**src/rtl/md5bc_pkg.sv**
```systemverilog
`timescale 1ns / 1ps
// md5bc_pkg: types, codes and round tables for the md5 block compression core
// no dependencies; used by md5bc_if.sv and md5_block_compress.sv

package md5bc_pkg;

    typedef logic [31:0] t_word;

    // request function codes
    localparam logic [1:0] FUNC_LOAD_CHAIN = 2'd0;
    localparam logic [1:0] FUNC_LOAD_MSG   = 2'd1;
    localparam logic [1:0] FUNC_COMPRESS   = 2'd2;

    localparam int unsigned NUM_ROUNDS = 64;
    localparam int unsigned NUM_CHAIN  = 4;
    localparam int unsigned NUM_MSG    = 16;

    typedef struct packed {
        logic [1:0] func;
        logic [3:0] word_index;
        t_word      data_word;
    } t_in_req;

    typedef struct packed {
        t_word      digest_word;
        logic [1:0] digest_index;
        logic       last_word;
    } t_out_req;

    typedef enum logic [2:0] {
        S_IDLE,
        S_SUM,
        S_ROT,
        S_FINAL,
        S_EMIT
    } t_state;

    // round mixing functions, one per group of sixteen rounds
    function automatic t_word mix(input logic [1:0] phase, input t_word x,
                                  input t_word y, input t_word z);
        t_word r;
        unique case (phase)
            2'd0: r = (x & y) | (~x & z);
            2'd1: r = (x & z) | (y & ~z);
            2'd2: r = x ^ y ^ z;
            2'd3: r = y ^ (x | ~z);
        endcase
        return r;
    endfunction

    // message word order: first + step * stride, mod 16
    function automatic logic [3:0] msg_index(input logic [5:0] k);
        logic [3:0] first;
        logic [2:0] stride;
        logic [6:0] prod;
        unique case (k[5:4])
            2'd0: begin first = 4'd0; stride = 3'd1; end
            2'd1: begin first = 4'd1; stride = 3'd5; end
            2'd2: begin first = 4'd5; stride = 3'd3; end
            2'd3: begin first = 4'd0; stride = 3'd7; end
        endcase
        prod = k[3:0] * stride;
        return first + prod[3:0];
    endfunction

    function automatic logic [4:0] rot_amount(input logic [5:0] k);
        logic [4:0] r;
        unique case ({k[5:4], k[1:0]})
            4'd0:  r = 5'd7;
            4'd1:  r = 5'd12;
            4'd2:  r = 5'd17;
            4'd3:  r = 5'd22;
            4'd4:  r = 5'd5;
            4'd5:  r = 5'd9;
            4'd6:  r = 5'd14;
            4'd7:  r = 5'd20;
            4'd8:  r = 5'd4;
            4'd9:  r = 5'd11;
            4'd10: r = 5'd16;
            4'd11: r = 5'd23;
            4'd12: r = 5'd6;
            4'd13: r = 5'd10;
            4'd14: r = 5'd15;
            4'd15: r = 5'd21;
        endcase
        return r;
    endfunction

    function automatic t_word rotl(input t_word v, input logic [4:0] n);
        logic [63:0] w;
        w = {v, v} << n;
        return w[63:32];
    endfunction

    // floor(2^32 * |sin(k + 1)|)
    function automatic t_word add_const(input logic [5:0] k);
        t_word r;
        unique case (k)
            6'd0:  r = 32'hd76aa478;  6'd1:  r = 32'he8c7b756;
            6'd2:  r = 32'h242070db;  6'd3:  r = 32'hc1bdceee;
            6'd4:  r = 32'hf57c0faf;  6'd5:  r = 32'h4787c62a;
            6'd6:  r = 32'ha8304613;  6'd7:  r = 32'hfd469501;
            6'd8:  r = 32'h698098d8;  6'd9:  r = 32'h8b44f7af;
            6'd10: r = 32'hffff5bb1;  6'd11: r = 32'h895cd7be;
            6'd12: r = 32'h6b901122;  6'd13: r = 32'hfd987193;
            6'd14: r = 32'ha679438e;  6'd15: r = 32'h49b40821;
            6'd16: r = 32'hf61e2562;  6'd17: r = 32'hc040b340;
            6'd18: r = 32'h265e5a51;  6'd19: r = 32'he9b6c7aa;
            6'd20: r = 32'hd62f105d;  6'd21: r = 32'h02441453;
            6'd22: r = 32'hd8a1e681;  6'd23: r = 32'he7d3fbc8;
            6'd24: r = 32'h21e1cde6;  6'd25: r = 32'hc33707d6;
            6'd26: r = 32'hf4d50d87;  6'd27: r = 32'h455a14ed;
            6'd28: r = 32'ha9e3e905;  6'd29: r = 32'hfcefa3f8;
            6'd30: r = 32'h676f02d9;  6'd31: r = 32'h8d2a4c8a;
            6'd32: r = 32'hfffa3942;  6'd33: r = 32'h8771f681;
            6'd34: r = 32'h6d9d6122;  6'd35: r = 32'hfde5380c;
            6'd36: r = 32'ha4beea44;  6'd37: r = 32'h4bdecfa9;
            6'd38: r = 32'hf6bb4b60;  6'd39: r = 32'hbebfbc70;
            6'd40: r = 32'h289b7ec6;  6'd41: r = 32'heaa127fa;
            6'd42: r = 32'hd4ef3085;  6'd43: r = 32'h04881d05;
            6'd44: r = 32'hd9d4d039;  6'd45: r = 32'he6db99e5;
            6'd46: r = 32'h1fa27cf8;  6'd47: r = 32'hc4ac5665;
            6'd48: r = 32'hf4292244;  6'd49: r = 32'h432aff97;
            6'd50: r = 32'hab9423a7;  6'd51: r = 32'hfc93a039;
            6'd52: r = 32'h655b59c3;  6'd53: r = 32'h8f0ccc92;
            6'd54: r = 32'hffeff47d;  6'd55: r = 32'h85845dd1;
            6'd56: r = 32'h6fa87e4f;  6'd57: r = 32'hfe2ce6e0;
            6'd58: r = 32'ha3014314;  6'd59: r = 32'h4e0811a1;
            6'd60: r = 32'hf7537e82;  6'd61: r = 32'hbd3af235;
            6'd62: r = 32'h2ad7d2bb;  6'd63: r = 32'heb86d391;
        endcase
        return r;
    endfunction

endpackage

```
**src/rtl/md5bc_if.sv**
```systemverilog
`timescale 1ns / 1ps
// md5bc_in_if / md5bc_out_if: valid-ready channels for the md5 core
// depends on md5bc_pkg for the payload types

interface md5bc_in_if;
    logic                 valid;
    logic                 ready;
    md5bc_pkg::t_in_req   data;

    modport source (output valid, output data, input ready);
    modport sink   (input valid, input data, output ready);
endinterface

interface md5bc_out_if;
    logic                 valid;
    logic                 ready;
    md5bc_pkg::t_out_req  data;

    modport source (output valid, output data, input ready);
    modport sink   (input valid, input data, output ready);
endinterface

```
**src/rtl/md5_block_compress.sv**
```systemverilog
`timescale 1ns / 1ps
// md5_block_compress: one md5 compression over a stored 512-bit block
// depends on md5bc_pkg and the channel interfaces in md5bc_if.sv

// Load requests (chaining word or message word) are taken while idle. A compress
// request runs the 64 rounds on one shared round datapath, each round a four-operand
// sum (S_SUM), then rotate and add (S_ROT), then the chaining add (S_FINAL), then
// four result requests at up to one per cycle, as the sink accepts them. The input
// is not ready while a compress is running or its results are being emitted.
// Chaining and message words read before being written give undefined results.
module md5_block_compress (
    input  logic        i_clk,
    input  logic        i_rst_n,
    md5bc_in_if.sink    i_req,
    md5bc_out_if.source o_rsp
);
    import md5bc_pkg::*;

    t_state     r_state, n_state;
    logic [5:0] r_round, n_round;
    logic [1:0] r_emit_cnt, n_emit_cnt;

    t_word r_chain [NUM_CHAIN];
    t_word r_msg   [NUM_MSG];
    t_word r_a, r_b, r_c, r_d;
    t_word r_sum;

    logic  in_acc, out_acc;
    logic  emit_last;
    t_word round_sum, new_b;

    assign in_acc    = i_req.valid & i_req.ready;
    assign out_acc   = o_rsp.valid & o_rsp.ready;
    assign emit_last = (r_emit_cnt == 2'd3);

    // shared round datapath
    assign round_sum = r_a + mix(r_round[5:4], r_b, r_c, r_d)
                     + r_msg[msg_index(r_round)] + add_const(r_round);
    assign new_b     = r_b + rotl(r_sum, rot_amount(r_round));

    // next state
    always_comb begin
        n_state    = r_state;
        n_round    = r_round;
        n_emit_cnt = r_emit_cnt;
        unique case (r_state)
            S_IDLE: begin
                if (in_acc && i_req.data.func == FUNC_COMPRESS) begin
                    n_state = S_SUM;
                    n_round = '0;
                end
            end
            S_SUM: n_state = S_ROT;
            S_ROT: begin
                n_round = r_round + 6'd1;
                n_state = (r_round == 6'(NUM_ROUNDS - 1)) ? S_FINAL : S_SUM;
            end
            S_FINAL: begin
                n_state    = S_EMIT;
                n_emit_cnt = '0;
            end
            S_EMIT: begin
                if (out_acc) begin
                    n_emit_cnt = r_emit_cnt + 2'd1;
                    if (emit_last) begin
                        n_state = S_IDLE;
                    end
                end
            end
        endcase
    end

    // outputs
    always_comb begin
        i_req.ready             = (r_state == S_IDLE);
        o_rsp.valid             = (r_state == S_EMIT);
        o_rsp.data.digest_word  = r_chain[r_emit_cnt];
        o_rsp.data.digest_index = r_emit_cnt;
        o_rsp.data.last_word    = emit_last;
    end

    always_ff @(posedge i_clk) begin
        if (!i_rst_n) begin
            r_state    <= S_IDLE;
            r_round    <= '0;
            r_emit_cnt <= '0;
        end else begin
            r_state    <= n_state;
            r_round    <= n_round;
            r_emit_cnt <= n_emit_cnt;
        end
    end

    // payload and working registers
    always_ff @(posedge i_clk) begin
        unique case (r_state)
            S_IDLE: begin
                if (in_acc) begin
                    unique case (i_req.data.func)
                        FUNC_LOAD_CHAIN: begin
                            if (i_req.data.word_index[3:2] == 2'd0) begin
                                r_chain[i_req.data.word_index[1:0]] <= i_req.data.data_word;
                            end
                        end
                        FUNC_LOAD_MSG: r_msg[i_req.data.word_index] <= i_req.data.data_word;
                        FUNC_COMPRESS: begin
                            r_a <= r_chain[0];
                            r_b <= r_chain[1];
                            r_c <= r_chain[2];
                            r_d <= r_chain[3];
                        end
                        default: ;
                    endcase
                end
            end
            S_SUM: r_sum <= round_sum;
            S_ROT: begin
                r_a <= r_d;
                r_d <= r_c;
                r_c <= r_b;
                r_b <= new_b;
            end
            S_FINAL: begin
                r_chain[0] <= r_chain[0] + r_a;
                r_chain[1] <= r_chain[1] + r_b;
                r_chain[2] <= r_chain[2] + r_c;
                r_chain[3] <= r_chain[3] + r_d;
            end
            S_EMIT: ;
        endcase
    end

    // input and output sides are never open together
    a_no_overlap: assert property (@(posedge i_clk) disable iff (!i_rst_n)
        !(i_req.ready && o_rsp.valid))
        else $error("input ready while results pending");

    a_compress_starts: assert property (@(posedge i_clk) disable iff (!i_rst_n)
        (in_acc && i_req.data.func == FUNC_COMPRESS) |=> (r_state == S_SUM && r_round == 6'd0))
        else $error("compress request did not start round zero");

    a_rounds_end: assert property (@(posedge i_clk) disable iff (!i_rst_n)
        (r_state == S_ROT && r_round == 6'(NUM_ROUNDS - 1)) |=> (r_state == S_FINAL))
        else $error("last round not followed by chaining add");

    a_last_to_idle: assert property (@(posedge i_clk) disable iff (!i_rst_n)
        (out_acc && o_rsp.data.last_word) |=> (r_state == S_IDLE))
        else $error("block not idle after last digest word");

endmodule

```
**src/flat_wrapper.sv**
```systemverilog
// flat-port wrapper written by rule: the top's interface ports become plain ports
module md5_block_compress_flat import md5bc_pkg::*;
  (i_clk, i_rst_n, i_req_valid, i_req_data, i_req_ready, o_rsp_valid, o_rsp_data, o_rsp_ready);
  md5bc_in_if i_req_i ();
  md5bc_out_if o_rsp_i ();
  input  logic i_clk;
  input  logic i_rst_n;
  input wire logic [$bits(i_req_i.valid)-1:0] i_req_valid;
  input wire logic [$bits(i_req_i.data)-1:0] i_req_data;
  output wire logic [$bits(i_req_i.ready)-1:0] i_req_ready;
  output wire logic [$bits(o_rsp_i.valid)-1:0] o_rsp_valid;
  output wire logic [$bits(o_rsp_i.data)-1:0] o_rsp_data;
  input wire logic [$bits(o_rsp_i.ready)-1:0] o_rsp_ready;
  assign i_req_i.valid = i_req_valid;
  assign i_req_i.data = i_req_data;
  assign i_req_ready = i_req_i.ready;
  assign o_rsp_valid = o_rsp_i.valid;
  assign o_rsp_data = o_rsp_i.data;
  assign o_rsp_i.ready = o_rsp_ready;
  md5_block_compress u_core (.i_clk(i_clk), .i_rst_n(i_rst_n), .i_req(i_req_i), .o_rsp(o_rsp_i));
endmodule
```
**config.mk**
```make
export PLATFORM = sky130hd
export DESIGN_NAME = md5_block_compress_flat
export DESIGN_NICKNAME = d
export VERILOG_FILES = /design/src/rtl/md5bc_pkg.sv /design/src/rtl/md5bc_if.sv /design/src/rtl/md5_block_compress.sv /design/src/flat_wrapper.sv
export SDC_FILE = /design/constraint.sdc
export NUM_CORES = 2
export LEC_CHECK = 0
export ABC_AREA = 1
export BUFFER_PORTS_ARGS = -buffer_cell sky130_fd_sc_hd__buf_2
export CAP_MARGIN = 20
export CELL_PAD_IN_SITES_DETAIL_PLACEMENT = 0
export CELL_PAD_IN_SITES_GLOBAL_PLACEMENT = 2
export CORE_MARGIN = 2
export CORE_UTILIZATION = 36
export CTS_CLUSTER_SIZE = 16
export DETAILED_ROUTE_END_ITERATION = 8
export PLACE_DENSITY_LB_ADDON = 0.05
export SLEW_MARGIN = 20
export SYNTH_ARGS = -nofsm -noshare
export SYNTH_HDL_FRONTEND = slang
export SYNTH_SLANG_ARGS = --single-unit
```
**constraint.sdc**
```tcl
create_clock -name i_clk -period 6.19 [get_ports i_clk]
set_input_delay 0.9285 -clock i_clk [delete_from_list [all_inputs] [get_ports i_clk]]
set_output_delay 0.9285 -clock i_clk [all_outputs]
set_load 0.02 [all_outputs]
```
# Word-level counts from Yosys, hierarchy flattened
# Memory sizes are Yosys's and may differ from the RTL's. A register that Yosys moved wholly into a read port is not among the register bits.
# Index checks and enable logic that the tools add are counted.
# classes
n_addsub,11
n_mul,1
n_eq_ne,16
n_shift,1
n_mux,44
bitwise,14
reduce_logical,13
# ops
operator,n
$mux W32,9
$add A32 B32 Y32,8
$pmux W32 S2,4
$and A32 B32 Y32,4
$pmux W32 S4,1
$or A32 B32 Y32,3
$xor A32 B32 Y32,3
$not A32 Y32,2
$shl A64 B5 Y64,1
$reduce_or A32 Y1,1
$mux W6,3
$pmux W3 S5,1
$mux W1,12
$pmux W3 S4,1
$pmux W4 S3,1
$pmux W6 S2,1
$mux W2,5
$ne A2 B2 Y1 const B,5
$mux W3,3
$eq A2 B2 Y1 const B,4
$mux W4,2
$add A6 B1 Y6 const B,1
$eq A3 B2 Y1 const B,2
$eq A6 B6 Y1 const B,1
other kinds (15),22
# word_totals
register_bits,171
ram_bits,640
rom_bits,2128
input_bits,42
mem_count,4
# memory_table
memory,depth,word_bits,rd,rd_clocked_by_memory_dff,wr,line,source
(name not given),64,32,1,1,0,md5bc_pkg.sv:98,unique case (k)
u_core.r_msg,16,32,1,0,1,md5_block_compress.sv:24,t_word r_msg [NUM_MSG];
u_core.r_chain,4,32,5,1,4,md5_block_compress.sv:23,t_word r_chain [NUM_CHAIN];
(name not given),16,5,1,1,0,md5bc_pkg.sv:68,"unique case ({k[5:4], k[1:0]})"

# Longest topological paths before layout
# logic_depth
ltp_word,7
ltp_mapped,38

# Least setup slack after synthesis
# Ideal clock, no wire load.
# synth_path
path_type,register to register
from,register u_core.r_round[4]
to,register u_core.r_sum[31] (data pin)
arrival_time_ns,5.901
slack_ns,0.036
stages_incl_launch_ff,31
n_path_buf,2
period_less_slack_ns,6.154
cell_sequence,dfxtp_1 -> inv_1 -> ha_1 -> nor2_1 -> nor2_1 -> fa_1 -> inv_1 -> fa_1 -> inv_1 -> ha_1 -> inv_1 -> clkbuf_1 -> clkbuf_1 -> a221oi_1 -> o21ai_0 -> nand2_1 -> fa_1 -> fa_1 -> ha_1 -> inv_1 -> fa_1 -> o21ai_0 -> nand2_1 -> nand2_1 -> nand3_1 -> nand2_1 -> nand3b_1 -> nand2_1 -> inv_1 -> nand3_1 -> nand2_1
# synth_between
elab_chain_cells,7
elab_cells_between_ends,14
# synth_lines
element,line,source
"start, declared",md5_block_compress.sv:20,"logic [5:0] r_round, n_round;"
"start signal, assigned",md5_block_compress.sv:89,r_round <= n_round;
$eq A2 B2 Y1 (tied with other cells),"md5bc_pkg.sv:42, md5bc_pkg.sv:56",
$pmux W3 S4 / $reduce_or A2 Y1 (equally long branches),--,
$mul A4 B3 Y4 / $pmux W4 S3 (equally long branches),"md5bc_pkg.sv:62, md5bc_pkg.sv:56",
$add A4 B4 Y4,md5bc_pkg.sv:63,return first + prod[3:0];
$mem_v2 Z16 W32,--,
$add A32 B32 Y32 * (2 in a row),md5_block_compress.sv:38,+ r_msg[msg_index(r_round)] + add_const(r_round);
net u_core.round_sum[31],md5_block_compress.sv:30,"t_word round_sum, new_b;"
"end signal, assigned",md5_block_compress.sv:116,S_SUM: r_sum <= round_sum;
"end, declared",md5_block_compress.sv:26,t_word r_sum;
# Mark *: on every way through the listed nets, which the timed path passes. The rest lies on a longest branch. The select of a mux whose other input is x is not followed.
# A chain may end at the register's enable or synchronous reset.

# Final worst setup path
# Same ends and word-level chain as after synthesis.

==> results.md <==
- Critical path capture point type: register
- Netlist cell types: 51
- First-pass GRT wire length: ~350,000 µm
- Initial drt markers: 5,484
- Post-Syn Area: 0.0538 mm²
- Fin crit share: 0.958
- Count of standard-cell rows: 141
- WP data required: between 6 and 7 ns
- Sequential power share: 0.341
- Final Non-Filler Cells: 8,718
- Layout cell share with drive strength beyond 1: 0.106
- Worst VDD drop: about 0.26 mV
- Slew headroom: 0.219
- CP Class: reg2reg
- Setup-failing EPs final: 0
- Total I/O pin count: 79
- GPL Wtd Cong: 1.01
- Area grow syn2layout: 15.6%
- Cells after Synth: 6,482
- CTS Buf Count: 100
- Worst Path Arrival: 6.41 ns
- Busiest grt layer: met2
- Worst slew pin tran: 1.17 ns
- Slowest cell delay on critical path: 0.56 ns
- Skew final: 0.0952 ns
- GRT Total Usage: 0.323
- Post-synth top area cell: edfxtp_1
- Most frequent CP cell: fa_1
- Initial Util: 0.364
- Total congestion overflow: 0
- Final min period: 5.93 ns
- DP Area: ~0.058 mm²
- Post-synthesis sequential area ratio: 0.465
- Final hold violation count: 0
- Worst-path fanout max: 11
- Vias: 49,600
- Clock share of power: 0.295
- H-Tree Depth: 3
- Total net switching power: 7450 µW
- PortBufs: around 80
- Outcome: completed
- Synth area leaders: edfxtp_1 (45%), nand2_1 (12%), o21ai_0 (5.2%)
- Max Cap Violations: 0
- Leak: 0.0256 µW
- Setup TNS: 0 ns
- Internal power: 12,800 µW
- Clock Pin Slew Worst Setup and Hold Paths: approximately 0.060 ns
- Fillcell total: 15,100
- Sw Ratio: 0.367
- Ys async rst share: 0
- CTS tree: built
- Overall die height: 391 µm
- Number of global-route vias before repair: approximately 47,000
- Syn Area/Cell: slightly above 8 µm²
- Wire per inst: 28.7 µm
- Worst setup SP type: register
- Synthesis warning total: 0
- Seq cells post-synth: 850
- Clock Tree Buf Depth: 3
- First-pass detailed-route iteration total: 6
- Hold Path Class: reg2reg
- Post-DRT Antenna Nets: 0
- Met1 Use GR: 0.447
- Largest net degree at the start of global routing: about 130
- Hold_ws: 0.510 ns
- HPWL Detailed: 192,000 µm
- Root buf cell: clkbuf_16
- Main flop type after synthesis: edfxtp_1
- Syn nets: approximately 7,000
- DR DRC count: 0
- DIE WIDTH: about 400 µm
- Slowest cell on crit path: fa_1
- Combinational power share: 0.364
- Crit path buffers/inverters: 8
- Drt via density: 5.69
- M3 GR Usage: 0.0455
- Initial antenna violation count: 24
- Placeable Area: 0.148 mm²
- Placed insts: 8,519
- Crit-path leading delay family: adder cells
- Number of flops mapped to enable cells by yosys: 800
- Max Clk Rate: 169 MHz
- Post-route design area: 0.0622 mm²
- Met2 Track Usage GR: 0.502
- Clock net sink count: 850
- Drt total wl: 251,000 µm
- Share of the synthesized area in the top cell type: 0.446
- Max Slew Vio Count: 0
- DIE AREA: 0.153 mm²
- Layout net count: 7,025
- Later-pin clock latency in the skew report: between 0.7 and 0.8 ns
- Power Dens Cells: 326 mW/mm²
[power by group through the flow]
stage               Clock, µW  Combinational [µW]  Sequential (µW)
floorplan                   0                3910             6820
global placement            0                6920             7030
detailed placement          0                6890             7030
CTS                      6090                6950             6910
global route             6300                8120             6920
finish                   5990                7380             6930
[stage by stage]
step                worst slack [ns]  power (µW)  utilization
finish                         0.258       20300        0.420
global route                -0.00360       21300        0.420
CTS                           0.0194       20000        0.416
detailed placement            -0.232       13900        0.393
global placement              -0.172       14000        0.393
floorplan                     0.0355       10700            -
[placed cells by master (no fill, tap or decap), drive strengths merged, types with 18 or more instances in the layout]
| cell type | synthesis | routed |
|---|---|---|
| o21bai | 18 | 18 |
| a31oi | 47 | 47 |
| inv | 618 | 617 |
| fa | 69 | 69 |
| a21o | 18 | 18 |
| xnor2 | 38 | 38 |
| buf | 75 | 376 |
| ha | 214 | 214 |
| nand4 | 65 | 65 |
| o21ai | 557 | 557 |
| nand2 | 1799 | 1799 |
| xor2 | 37 | 37 |
| edfxtp | 800 | 800 |
| dfxtp | 50 | 50 |
| clkinv | 1 | 44 |
| nand3 | 534 | 534 |
| nor3 | 44 | 44 |
| a21oi | 520 | 520 |
| clkbuf | 186 | 132 |
| mux2i | 31 | 31 |
| a32oi | 29 | 29 |
| a221oi | 124 | 124 |
| or2 | 28 | 28 |
| nor2 | 431 | 431 |
| o22ai | 32 | 32 |
| nand3b | 42 | 42 |
[metal layers]
metal	vias to the layer above	wire length (µm)
met2	1823	111000
met3	373	15800
met1	24500	111000
met4	10	12500
li1	22900	-
met5	-	151
[worst register-to-register path: cells and delay by family (launching register included)]
kind                     cells  cell delay, ns
buffers and inverters        8            0.84
flip-flops                   1            0.35
adder cells (fa/ha/maj)      7            2.67
AO/OA/AOI/OAI                5            0.98
AND/OR/NAND/NOR              8            0.85
[repair_timing]
| action | 4_1_cts | 5_1_grt |
|---|---|---|
| gates resized for setup | 20 | 122 |
| hold buffers | 0 | 0 |
| setup endpoints to repair | 19 | 25 |
| buffers inserted | 0 | 9 |
| pin swaps | 0 | 41 |
| gates cloned | 0 | 1 |
[final timing paths]
path / endpoint / cells after the start / start / slack [ns]
setup / recovery: u_core.r_sum[31] / 28 / u_core.r_round[4] / 0.26
hold / removal: register / 1 / u_core.r_emit_cnt[0] / 0.51
hold reg to reg: register / 1 / u_core.r_emit_cnt[0] / 0.51
setup reg to reg: u_core.r_sum[31] / 28 / u_core.r_round[4] / 0.26
[cell type report]
class / count / area [µm²] / share of cell area
inverters: 619 / 2340 / 0.0376
diodes: 4 / 10.0 / 0.000161
clock buffers: 131 / 2700 / 0.0434
flip-flops and latches: 850 / 25000 / 0.402
multi-input cells: 4752 / 26200 / 0.420
repair buffers: 377 / 2960 / 0.0475
clock inverters: 55 / 613 / 0.00985
well taps: 1930 / 2410 / 0.0388
[flip-flops by register name, summed over array words and instances (netlist names), named ones only]
register           flops
u_core.r_b            32
u_core.r_c            32
u_core.r_round         6
u_core.r_state         3
u_core.r_msg         512
u_core.r_d            32
u_core.r_chain       128
u_core.r_emit_cnt      2
u_core.r_sum          32
u_core.r_a            32
[Yosys cell counts, types with 29 or more instances]
cell type	instances
nand2_1	1787
edfxtp_1	800
inv_1	611
o21ai_0	554
nand3_1	523
a21oi_1	517
nor2_1	427
ha_1	214
clkbuf_1	186
a221oi_1	124
fa_1	69
nand4_1	65
dfxtp_1	50
a31oi_1	47
nor3_1	44
nand3b_1	42
xnor2_1	38
xor2_1	37
buf_2	34
o22ai_1	32
mux2i_1	31
a32oi_1	29
[kinds of logic after synthesis]
family,share of synthesized area
fa+ha+maj,0.0754
simple gates,0.230
xor+xnor,0.0122
compound gates,0.148
flops,0.465
mux,0.00576
buf+inv,0.0636
Power figures use the tool's default switching activity.
